File: src/design/sbrg_pkg.sv
`timescale 1ns / 1ps
// ----------------------------------------------------------------------------
// sbrg_pkg
// Shared types and constants of the square block rotate grid.
// ----------------------------------------------------------------------------
package sbrg_pkg;

    localparam int MAX_SIDE_DEF = 64;
    localparam int CELL_W       = 13;
    localparam int SIDE_W       = 7;
    localparam int POS_W        = 7;
    localparam int RAD_W        = 5;
    localparam logic [SIDE_W-1:0] GRID_SIZE_RESET = 7'd64;

    typedef enum logic [1:0] {
        OP_NUMBER = 2'd0,
        OP_ROTATE = 2'd1,
        OP_READ   = 2'd2
    } t_op;

    typedef enum logic [3:0] {
        S_INIT,
        S_IDLE,
        S_NUMBER,
        S_COPY,
        S_COPY_END,
        S_BACK,
        S_BACK_END,
        S_RD_WAIT,
        S_DONE
    } t_state;

    typedef struct packed {
        logic             start;
        t_op              op;
        logic [POS_W-1:0] pos_row;
        logic [POS_W-1:0] pos_col;
        logic [RAD_W-1:0] radius;
        logic             direction;
    } t_cmd;

    typedef struct packed {
        logic idle;
        logic done;
        logic status;
    } t_seq_stat;

endpackage

File: src/design/sbrg_seq.sv
`timescale 1ns / 1ps
// ----------------------------------------------------------------------------
// sbrg_seq
// Command sequencer: reset fill, numbering, two-pass rotation and cell read.
// ----------------------------------------------------------------------------
module sbrg_seq #(
    parameter int MAX_SIDE = sbrg_pkg::MAX_SIDE_DEF,
    parameter int AW       = 12
) (
    input  logic                          i_clk,
    input  logic                          i_rst_n,
    input  sbrg_pkg::t_cmd                i_cmd,
    input  logic [sbrg_pkg::SIDE_W-1:0]   i_side,
    input  logic                          i_ack,
    output sbrg_pkg::t_seq_stat           o_stat,
    output logic [sbrg_pkg::CELL_W-1:0]   o_value,
    output logic                          o_grid_we,
    output logic [AW-1:0]                 o_grid_waddr,
    output logic [sbrg_pkg::CELL_W-1:0]   o_grid_wdata,
    output logic [AW-1:0]                 o_grid_raddr,
    input  logic [sbrg_pkg::CELL_W-1:0]   i_grid_rdata,
    output logic                          o_scr_we,
    output logic [AW-1:0]                 o_scr_waddr,
    output logic [sbrg_pkg::CELL_W-1:0]   o_scr_wdata,
    output logic [AW-1:0]                 o_scr_raddr,
    input  logic [sbrg_pkg::CELL_W-1:0]   i_scr_rdata
);

    import sbrg_pkg::*;

    localparam int KW = ($clog2(MAX_SIDE + 1) > POS_W) ? $clog2(MAX_SIDE + 1) : POS_W;
    localparam int N0 = (MAX_SIDE < int'(GRID_SIZE_RESET)) ? MAX_SIDE : int'(GRID_SIZE_RESET);

    function automatic logic [AW-1:0] f_addr(input logic [KW-1:0] row,
                                             input logic [KW-1:0] col);
        return AW'(32'(row) * MAX_SIDE + 32'(col));
    endfunction

    t_state             r_state, n_state;
    logic [KW-1:0]      r_i, n_i, r_j, n_j;
    logic [KW-1:0]      r_lim, n_lim, r_r0, n_r0, r_c0, n_c0;
    logic               r_ccw, n_ccw;
    logic [CELL_W-1:0]  r_v, n_v, r_value, n_value;
    logic               r_status, n_status;
    logic               r_pw_grid, n_pw_grid, r_pw_scr, n_pw_scr;
    logic [AW-1:0]      r_pw_addr, n_pw_addr;

    logic [SIDE_W-1:0]  w_n;
    logic [POS_W:0]     w_row8, w_col8, w_rad8, w_n8;
    logic               w_rot_ok, w_rd_ok;
    logic [KW-1:0]      w_lim_m1;
    logic               w_last_j, w_last, w_init_in;
    logic [KW-1:0]      w_dst_row, w_dst_col, w_src_row, w_src_col;
    logic [AW-1:0]      w_a_ij, w_dst, w_src, w_rd_addr;

    // side in use saturates at the memory side
    assign w_n    = (int'(i_side) > MAX_SIDE) ? SIDE_W'(MAX_SIDE) : i_side;
    assign w_row8 = {1'b0, i_cmd.pos_row};
    assign w_col8 = {1'b0, i_cmd.pos_col};
    assign w_rad8 = (POS_W + 1)'(i_cmd.radius);
    assign w_n8   = (POS_W + 1)'(w_n);

    assign w_rot_ok = (w_row8 >= w_rad8 + 1'b1) && (w_row8 + w_rad8 <= w_n8) &&
                      (w_col8 >= w_rad8 + 1'b1) && (w_col8 + w_rad8 <= w_n8);
    assign w_rd_ok  = (w_row8 != '0) && (w_row8 <= w_n8) &&
                      (w_col8 != '0) && (w_col8 <= w_n8);

    assign w_lim_m1  = ((r_state == S_INIT) ? KW'(MAX_SIDE) : r_lim) - 1'b1;
    assign w_last_j  = (r_j == w_lim_m1);
    assign w_last    = w_last_j && (r_i == w_lim_m1);
    assign w_init_in = (r_i < KW'(N0)) && (r_j < KW'(N0));

    assign w_dst_row = r_r0 + r_i;
    assign w_dst_col = r_c0 + r_j;
    assign w_src_row = r_ccw ? (r_r0 + r_j) : (r_r0 + r_lim - 1'b1 - r_j);
    assign w_src_col = r_ccw ? (r_c0 + r_lim - 1'b1 - r_i) : (r_c0 + r_i);

    assign w_a_ij    = f_addr(r_i, r_j);
    assign w_dst     = f_addr(w_dst_row, w_dst_col);
    assign w_src     = f_addr(w_src_row, w_src_col);
    assign w_rd_addr = f_addr(KW'(i_cmd.pos_row) - 1'b1, KW'(i_cmd.pos_col) - 1'b1);

    // next state
    always_comb begin
        n_state = r_state;
        case (r_state)
            S_INIT: begin
                if (w_last) n_state = S_IDLE;
            end
            S_IDLE: begin
                if (i_cmd.start) begin
                    case (i_cmd.op)
                        OP_NUMBER: n_state = (w_n != '0) ? S_NUMBER : S_DONE;
                        OP_ROTATE: n_state = w_rot_ok ? S_COPY : S_DONE;
                        OP_READ:   n_state = w_rd_ok ? S_RD_WAIT : S_DONE;
                        default:   n_state = S_DONE;
                    endcase
                end
            end
            S_NUMBER: begin
                if (w_last) n_state = S_DONE;
            end
            S_COPY: begin
                if (w_last) n_state = S_COPY_END;
            end
            S_COPY_END: n_state = S_BACK;
            S_BACK: begin
                if (w_last) n_state = S_BACK_END;
            end
            S_BACK_END: n_state = S_DONE;
            S_RD_WAIT:  n_state = S_DONE;
            S_DONE: begin
                if (i_ack) n_state = S_IDLE;
            end
            default: n_state = S_IDLE;
        endcase
    end

    // memory ports and status
    always_comb begin
        o_grid_we    = r_pw_grid;
        o_grid_waddr = r_pw_addr;
        o_grid_wdata = i_scr_rdata;
        o_grid_raddr = w_src;
        o_scr_we     = r_pw_scr;
        o_scr_waddr  = r_pw_addr;
        o_scr_wdata  = i_grid_rdata;
        o_scr_raddr  = w_dst;
        o_stat.idle   = 1'b0;
        o_stat.done   = 1'b0;
        o_stat.status = r_status;
        case (r_state)
            S_INIT: begin
                o_grid_we    = 1'b1;
                o_grid_waddr = w_a_ij;
                o_grid_wdata = w_init_in ? r_v : '0;
            end
            S_NUMBER: begin
                o_grid_we    = 1'b1;
                o_grid_waddr = w_a_ij;
                o_grid_wdata = r_v;
            end
            S_IDLE: begin
                o_stat.idle  = 1'b1;
                o_grid_raddr = w_rd_addr;
            end
            S_DONE: o_stat.done = 1'b1;
            default: ;
        endcase
    end

    assign o_value = r_value;

    // counters and datapath registers
    always_comb begin
        n_i       = r_i;
        n_j       = r_j;
        n_lim     = r_lim;
        n_r0      = r_r0;
        n_c0      = r_c0;
        n_ccw     = r_ccw;
        n_v       = r_v;
        n_value   = r_value;
        n_status  = r_status;
        n_pw_grid = 1'b0;
        n_pw_scr  = 1'b0;
        n_pw_addr = r_pw_addr;
        if (r_state == S_INIT || r_state == S_NUMBER ||
            r_state == S_COPY || r_state == S_BACK) begin
            n_j = w_last_j ? '0 : r_j + 1'b1;
            n_i = w_last_j ? ((r_i == w_lim_m1) ? '0 : r_i + 1'b1) : r_i;
        end
        case (r_state)
            S_INIT: begin
                if (w_init_in) n_v = r_v + 1'b1;
            end
            S_IDLE: begin
                if (i_cmd.start) begin
                    n_i      = '0;
                    n_j      = '0;
                    n_v      = CELL_W'(1);
                    n_value  = '0;
                    n_status = 1'b1;
                    n_ccw    = i_cmd.direction;
                    n_r0     = KW'(i_cmd.pos_row) - KW'(i_cmd.radius) - 1'b1;
                    n_c0     = KW'(i_cmd.pos_col) - KW'(i_cmd.radius) - 1'b1;
                    case (i_cmd.op)
                        OP_NUMBER: begin
                            n_status = 1'b0;
                            n_lim    = KW'(w_n);
                        end
                        OP_ROTATE: begin
                            n_status = !w_rot_ok;
                            n_lim    = KW'({i_cmd.radius, 1'b1});
                        end
                        OP_READ: n_status = !w_rd_ok;
                        default: n_status = 1'b1;
                    endcase
                end
            end
            S_NUMBER: n_v = r_v + 1'b1;
            S_COPY: begin
                n_pw_scr  = 1'b1;
                n_pw_addr = w_dst;
            end
            S_COPY_END: begin
                n_i = '0;
                n_j = '0;
            end
            S_BACK: begin
                n_pw_grid = 1'b1;
                n_pw_addr = w_dst;
            end
            S_RD_WAIT: n_value = i_grid_rdata;
            default: ;
        endcase
    end

    always_ff @(posedge i_clk) begin
        if (!i_rst_n) begin
            r_state   <= S_INIT;
            r_i       <= '0;
            r_j       <= '0;
            r_v       <= CELL_W'(1);
            r_pw_grid <= 1'b0;
            r_pw_scr  <= 1'b0;
            r_status  <= 1'b0;
        end else begin
            r_state   <= n_state;
            r_i       <= n_i;
            r_j       <= n_j;
            r_v       <= n_v;
            r_pw_grid <= n_pw_grid;
            r_pw_scr  <= n_pw_scr;
            r_status  <= n_status;
        end
    end

    always_ff @(posedge i_clk) begin
        r_lim     <= n_lim;
        r_r0      <= n_r0;
        r_c0      <= n_c0;
        r_ccw     <= n_ccw;
        r_value   <= n_value;
        r_pw_addr <= n_pw_addr;
    end

endmodule

File: config.mk
export PLATFORM = sky130hd
export DESIGN_NAME = sbrg_seq
export DESIGN_NICKNAME = d
export VERILOG_FILES = /design/src/design/sbrg_pkg.sv /design/src/design/sbrg_seq.sv
export SDC_FILE = /design/constraint.sdc
export NUM_CORES = 1
export LEC_CHECK = 0
export BUFFER_PORTS_ARGS = -buffer_cell sky130_fd_sc_hd__buf_4
export CAP_MARGIN = 20
export CORE_UTILIZATION = 52
export CTS_CLUSTER_SIZE = 16
export DETAILED_ROUTE_END_ITERATION = 7
export PLACE_DENSITY = 0.89
export SLEW_MARGIN = 15
export SYNTH_ARGS = -nofsm -noshare
export SYNTH_HDL_FRONTEND = slang
export SYNTH_SLANG_ARGS = --single-unit
File: constraint.sdc
create_clock -name i_clk -period 4.56 [get_ports i_clk]
set_clock_uncertainty 0.1 [all_clocks]
set_input_delay 1.14 -clock i_clk [delete_from_list [all_inputs] [get_ports i_clk]]
set_output_delay 1.14 -clock i_clk [all_outputs]
set_load 0.1 [all_outputs]
* Yosys cells after proc, flatten, opt, wreduce, memory -nomap -nowiden
Cells that the tools add are included.
** Storage, ports and cells
- Flip-flop bits (word level) :: 80
- Bits of input ports :: 59
- Output and inout bits :: 92
** Operators by class
- Add/sub/neg operators :: 27
- Magnitude comparators :: 9
- Equality and inequality tests :: 19
- Muxes and demuxes :: 40
- Reductions and logical operators :: 29
** Operators with widths (count)
- $mux W7 :: 10
- $mux W13 :: 4
- $pmux W13 S2 :: 2
- $add A12 B7 Y12 :: 4
- $pmux W7 S2 :: 3
- $pmux W13 S3 :: 1
- $mux W4 :: 9
- $pmux W4 S8 :: 1
- $sub A7 B1 Y7 const B :: 4
- $mux W12 :: 2
- $add A7 B7 Y7 :: 3
- $add A6 B6 Y6 :: 3
- $sub A6 B1 Y6 const B :: 3
- $add A7 B5 Y8 :: 2
- $eq A4 B3 Y1 const B :: 4
- $le A8 B7 Y1 :: 2
- $reduce_bool A8 Y1 :: 2
- $add A7 B1 Y7 const B :: 2
- $eq A7 B7 Y1 :: 2
- $ge A7 B6 Y1 :: 2
- $le A7 B7 Y1 :: 2
- $lt A7 B7 Y1 const B :: 2
- $ne A2 B2 Y1 const B :: 7
- $add A13 B1 Y13 const B :: 1
- 27 further kinds :: 47

* Depth between registers and ports, before layout
Gate-level depths: netlist of the first run.
- Word-level depth :: 10
- Depth in mapped cells :: 18
- Depth with buffers taken out :: 17

* Worst setup path before layout of the first run
OpenSTA, ideal clock, no wires.
- Path type :: reg-to-output
- Start point :: register r_lim[2]
- End point :: output port o_grid_raddr[10]
- Arrival time :: 5433 ps
- Data required time :: 3320 ps
- Slack :: -2113 ps
- Cell stages (with the launch flop) :: 18
- Path buffers :: 1
- Path through :: edfxtp_1 > clkbuf_1 > inv_1 > fa_1 > inv_1 > ha_1 > a21o_1 > a21oi_1 > o21bai_1 > a21oi_1 > xnor2_1 > a21oi_1 > xnor2_1 > ha_1 > ha_1 > nor3b_1 > xor2_1 > o21ai_0
** Between the ends
- Cells in the longest elaborated chain, start to end :: 6
- Elaborated cells between the ends (all ways) :: 10
** RTL lines
- start, declared :: line sbrg_seq.sv:41 : logic [KW-1:0] r_lim, n_lim, r_r0, n_r0, r_c0, n_c0;
- start signal, assigned :: line sbrg_seq.sv:240 : r_lim <= n_lim;
- $add A7 B7 Y7 or $add A6 B6 Y6 (tied branches) :: line sbrg_seq.sv:76, sbrg_seq.sv:75
- $sub A7 B1 Y7 or $sub A6 B1 Y6 (tied branches) :: line sbrg_seq.sv:76, sbrg_seq.sv:75
- $sub A7 B7 Y7 or $sub A6 B6 Y6 (tied branches) :: line sbrg_seq.sv:76, sbrg_seq.sv:75
- $mux W7 or $mux W6 (tied branches) :: line sbrg_seq.sv:76, sbrg_seq.sv:75
- $add A12 B7 Y12 (*) :: line sbrg_seq.sv:36 : return AW'(32'(row) * MAX_SIDE + 32'(col));
- $mux W12 (*) :: line sbrg_seq.sv:132 : case (r_state)
- end, declared :: line sbrg_seq.sv:20 : output logic [AW-1:0] o_grid_raddr,
Mark *: on every way between the ends. The rest lies on a longest branch, timed or not.

* Worst setup path after layout of the first run
Same ends and word-level chain as after synthesis.

==> impl_metrics.toml, run 1 <==
[yosys]
syn_area_per_cell_um2 = 8.69
synth_top_area_share_pct = 16.8
ys_ff_latch = 80
synth_fp_nets = 1136
synth_edf_count = 46
ys_warn_count = 0
async_reset_ff_share_pct = 0
syn-instance-count = 948
post_synth_num_cell_types = 69
synth_area_leaders = "edfxtp_1, ha_1, dfxtp_1"
yosysSeqAreaShare_pct = 25.0
netlist_area_mm2 = 0.00824
synth_top_area_cell = "edfxtp_1"
ys.flop_type = "edfxtp_1"

[detailed_routing]
routedWlPerCell_um = 17.8
initialDrtViolationCount = 609
drc = 0
vias = 7711
wl_um = 24000
drtAntennaViolNets = 0
via_per_inst = 5.72
drtPass1Iterations = 5

[die]
core_area_mm2 = 0.0153
start_util_pct = 53.8
die_h_um = 128
io_pins = 151
die-area_mm2 = 0.0163
die_w_um = 128
rows = 45

[layout]
area.sequential_mm2 = 0.00206
multi_input_area_mm2 = 0.00585
num-nets-final = 1319
nFillCells = 1170
drive_gt1_share_pct = 26.9
antenna_cells = 0
syn2layout_area_growth_pct = 28.3
final_util_pct = 69.0

[timing]
final.period_utilization_pct = 112
setup_viol = 6
relSlewSlack_pct = 31.2
final_max_slew_viol_count = 0
max_freq_mhz = 195
worst_slew_pin_slew_ns = 1.02
rsz0062_at_grt = "yes"
final-hold-violation-count = 0
finalCriticalPeriod_ns = 5.13
finalWorstSetupSlack_ns = -0.569

[setup_path]
crit_path_top_delay_cell = "fa_1"
arrival_ns = 3.89
cp-end-kind = "primary output"
worstPathCellList = "inv_4 > fa_1 > inv_1 > ha_1 > a21o_1 > a21oi_2 > o21bai_1 > a21oi_1 > xnor2_1 > a21oi_2 > xnor2_1 > ha_2 > buf_6 > ha_4 > nor3b_4 > xor2_2 > o21ai_4 > buf_12"
cp-start-kind = "flip-flop"
cp_num_buf_inv = 4
crit_type = "flip-flop to primary output"
slowest_delay_ns = 0.50
cp.required_ns = 3.32
cp_max_fo = 2
critPathTopFamily = "adder cells"

[global_routing]
grt_pass1_vias = 7442
track_usage_pct = 29.5
grt_max_degree = 34
grt_overflow = 0
antenna_found_initial = 0
grt_pass1_wl_um = 37200

[outcome]
failed_checks = "setup timing"
status = "complete, but fails checks"

[flow_run]
maxCapViolations = 0

[clock_network]
cts.htree.levels = 3
cts.sinks = 80
cts_buffer_depth = 2
clk_pin_slew_worst_paths_ns = 0.06
cts_tree = "built"
cts_root_buf = "clkbuf_16"
numCtsBuffers = 9
ctsHoldBuffers = 0
insertion_delay_ns = 0.36

[power_and_ir_drop]
power_mw = 5.86
powerDensity_mw_per_mm2 = 555
peakVddDrop_v = 0.000674
leakage_nw = 4.68

[worst_hold_path]
holdCritPathClass = "flip-flop to flip-flop"

[placed_design]
io_buffers = 150
dp_hpwl_um = 18400
gp_congestion = 0.988
routing by layer:
layer	up-vias	track usage [%]	share of wire [%]
li1	3693	-	-
met2	327	51.3	50
met5	-	0	0
met3	73	5.68	6.2
met1	3618	35.3	40
met4	0	13.3	3.9
repair_timing:
action	4_1_cts	5_1_grt
pin swaps	13	14
setup endpoints to repair	7	10
resized for setup	30	14
setup buffers	6	3
endpoints found under the hold margin	0	0
worst paths after layout:
check                           startpoint  slack [ns]  cells after the start                to
worst min register to register    r_status        0.38                      2          r_status
worst max register to register  r_state[2]        0.70                     12            r_i[5]
worst min-delay path              r_status        0.38                      2          r_status
worst max-delay path              r_lim[2]       -0.57                     18  o_grid_raddr[10]
cell usage after synthesis, types with 4 or more instances:
cell type,count
o31ai_1,4
a21o_1,18
nand2b_1,7
a22o_1,14
xor2_1,37
mux2i_1,6
dfxtp_1,34
or3_1,10
nor3_1,16
edfxtp_1,46
and2_1,15
o21ai_0,38
ha_1,108
nor4_1,6
o21bai_1,12
inv_1,80
fa_1,21
nand4_1,15
or2_2,7
nand3_1,20
nor4b_1,5
o21a_1,4
a21oi_1,55
a31oi_1,8
nand2_1,88
and3_1,7
buf_4,14
xnor2_1,64
clkbuf_1,31
nor2_1,62
nor2b_1,15
nand3b_1,6
o22ai_1,4
a211oi_1,11
metrics by stage:
| stage | hold slack [ns] | std cells | setup WS (ns) | setup TNS, ns | instance area [um2] |
|---|---|---|---|---|---|
| 2_1_floorplan | 0.341 | 948 | -0.373 | -1.29 | 8360 |
| 3_3_place_gp | 0.354 | 1322 | -0.0860 | -0.142 | 9980 |
| 3_5_place_dp | 0.377 | 1322 | -0.251 | -0.482 | 9980 |
| 4_1_cts | 0.395 | 1344 | -0.502 | -2.31 | 10500 |
| 5_1_grt | 0.426 | 1347 | -0.749 | -3.59 | 10600 |
| 6_report | 0.384 | 1347 | -0.569 | -2.59 | 10600 |
layout by cell type, fill, tap and decap left out, types with 20 or more instances in the layout:
master | synthesis | routed
nand2_1 | 88 | 88
xor2_1 | 37 | 33
edfxtp_1 | 46 | 46
buf_4 | 14 | 216
o21ai_0 | 38 | 37
ha_1 | 108 | 103
nor2_1 | 62 | 62
dfxtp_1 | 34 | 33
a21oi_1 | 55 | 43
fa_1 | 21 | 20
xnor2_1 | 64 | 59
inv_1 | 80 | 76
logic make-up after synthesis:
group           count (synthesis)  share of synthesized area, %
mux                             9                          1.14
buf+inv                       134                          6.99
fa+ha+maj                     130                          21.6
simple gates                  295                          18.6
xor+xnor                      101                          10.7
compound gates                199                          15.9
flops                          80                          25.0
state kept, by name, summed over array words and instances (netlist names), 4 cells and up:
name / count
o_scr_waddr: 12
o_value: 13
r_c0: 7
r_i: 7
r_j: 7
r_lim: 7
r_r0: 6
r_state: 4
r_v: 13
tightest hold or removal path: cells and delay by family (launching register included):
family / cells / cell delay, ns
compound gates: 1 / 0.07
flops: 1 / 0.32
simple gates: 1 / 0.05
area by class of cell:
class / count / area share, %
Clock buffer: 9 / 2.13
Clock inverter: 7 / 0.841
Inverter: 80 / 2.86
Multi-Input combinational cell: 734 / 55.4
Sequential cell: 80 / 19.5
Tap cell: 211 / 2.50
Timing Repair Buffer: 226 / 16.8
where the power goes:
group          leakage (nW)  switching, mW  internal (mW)
Sequential            0.683         0.0648          0.858
Combinational          3.85           2.95           1.23
Clock                 0.150          0.327          0.435
Total                  4.68           3.34           2.52
Note: power is estimated with default switching activity, not from simulation.
==> run 2: changes to the inputs <==
Settings changed: BUFFER_PORTS_ARGS -buffer_cell sky130_fd_sc_hd__buf_4 to default, CORE_UTILIZATION 52 to 55, DONT_BUFFER_PORTS from default to 1, PLACE_DENSITY 0.89 to 0.84.
==> impl_metrics.toml, run 2 (same netlist as run 1, synthesis figures left out) <==
[clock_network]
ctsHoldBuffers = 0
cts_root_buf = "clkbuf_16"
cts.htree.levels = 3
clk_pin_slew_worst_paths_ns = 0.07
cts.sinks = 80
cts_buffer_depth = 2
numCtsBuffers = 9
cts_tree = "built"
insertion_delay_ns = 0.35

[timing]
final.period_utilization_pct = 110
final-hold-violation-count = 0
worst_slew_pin_slew_ns = 1.00
setup_viol = 6
final_max_slew_viol_count = 0
max_freq_mhz = 199
finalCriticalPeriod_ns = 5.03
rsz0062_at_grt = "yes"
finalWorstSetupSlack_ns = -0.467
holdWs_ns = 0.396
relSlewSlack_pct = 32.6

[layout]
antenna_cells = 0
syn2layout_area_growth_pct = 17.7
num-nets-final = 1198
fin_cells = 1199
mostFrequentLayoutCell = "ha_1"
mostFrequentLayoutCells = "ha_1, buf_4, nand2_1, inv_1, nor2_1"
drive_gt1_share_pct = 18.8
final_util_pct = 66.4

[global_routing]
antenna_found_initial = 0
track_usage_pct = 28.4
grt_pass1_wl_um = 35100
grt_overflow = 0
grt_max_degree = 33
grt_pass1_vias = 7045

[die]
die_h_um = 124
start_util_pct = 56.5
die_w_um = 124
die-area_mm2 = 0.0155
rows = 44
core_area_mm2 = 0.0146
io_pins = 151

[detailed_routing]
drtAntennaViolNets = 0
routedWlPerCell_um = 18.4
initialDrtViolationCount = 417
top_layer_used = "met4"
wl_met1_um = 8760
via_per_inst = 6.02
drc = 0
vias = 7222
wl_met3_um = 1910
wl_um = 22100
wl_met2_um = 10700
drtPass1Iterations = 5

[outcome]
status = "complete, but fails checks"
failed_checks = "setup timing"

[setup_path]
cp-start-kind = "flip-flop"
cp.required_ns = 3.32
arrival_ns = 3.79
cp-end-kind = "primary output"
worst_path_most_repeated_cell = "xnor2_1"
worstPathCellList = "inv_2 > fa_1 > inv_1 > ha_1 > a21o_1 > a21oi_2 > o21bai_1 > a21oi_2 > xnor2_1 > a21oi_1 > xnor2_1 > ha_2 > nand3b_1 > nor3_2 > xnor2_1 > xnor2_1 > mux2i_4 > buf_12"
slowest_delay_ns = 0.53
crit_type = "flip-flop to primary output"
cp_num_buf_inv = 3
cp_max_fo = 2
crit_path_top_delay_cell = "fa_1"
critPathTopFamily = "adder cells"

[flow_run]
maxCapViolations = 0

[power_and_ir_drop]
leakage_nw = 4.16
powerDensity_mw_per_mm2 = 596
peakVddDrop_v = 0.000671
power_mw = 5.77

[placed_design]
dp_hpwl_um = 17000
pre_cts_ws_ns = -0.0845
dp.cells = 1175
gp_congestion = 0.956
io_buffers = 0

[worst_hold_path]
holdCritPathClass = "flip-flop to flip-flop"
-- run 2: worst min-delay path: cells and delay by family (launching register included) --
kind,cells,cell delay [ns]
AOI/OAI and AO/OA,2,0.13
DFF,1,0.32
-- run 2: final timing paths --
path,start,end,slack [ns],depth (start not counted)
worst min-delay path,r_v[7],r_v[7],0.40,2
worst max register to register,r_state[0],r_i[3],0.70,11
worst max-delay path,r_c0[2],o_grid_raddr[11],-0.47,18
worst min register to register,r_v[7],r_v[7],0.40,2
-- run 2: final cells by class --
| type | instances | area [um2] |
|---|---|---|
| tap | 184 | 230 |
| fill | 1098 | 4890 |
| multi-input combinational | 734 | 5870 |
| clock buffer | 9 | 225 |
| sequential | 80 | 2060 |
| clock inverter | 7 | 109 |
| timing repair buffer | 105 | 897 |
| inverter | 80 | 303 |
-- run 2: what timing repair did --
action | 4_1_cts | 5_1_grt
cloned | 0 | 0
endpoints found under the setup margin | 8 | 8
buffers inserted | 4 | 4
pin swaps | 9 | 12
resized for setup | 14 | 6
-- run 2: stage by stage --
stage	setup TNS, ns	instance area, um2
after floorplan	-1.29	8360
after global placement	0	9210
after detailed placement	-0.0854	9210
after CTS	-1.78	9640
after global routing	-2.96	9690
final	-1.60	9690
-- run 2: report_power, final --
part           total, mW  leakage (nW)  internal (mW)  switching, mW
registers           1.08         0.683          0.860          0.218
logic               3.88          3.31           1.19           2.69
clock network      0.812         0.164          0.492          0.320
total               5.77          4.16           2.54           3.23
-- run 2: per-layer routing --
layer / track usage [%] / up-vias
met2: 48.0 / 322
met5: 0 / -
met1: 34.1 / 3410
li1: - / 3432
met3: 7.69 / 58
met4: 11.6 / 0
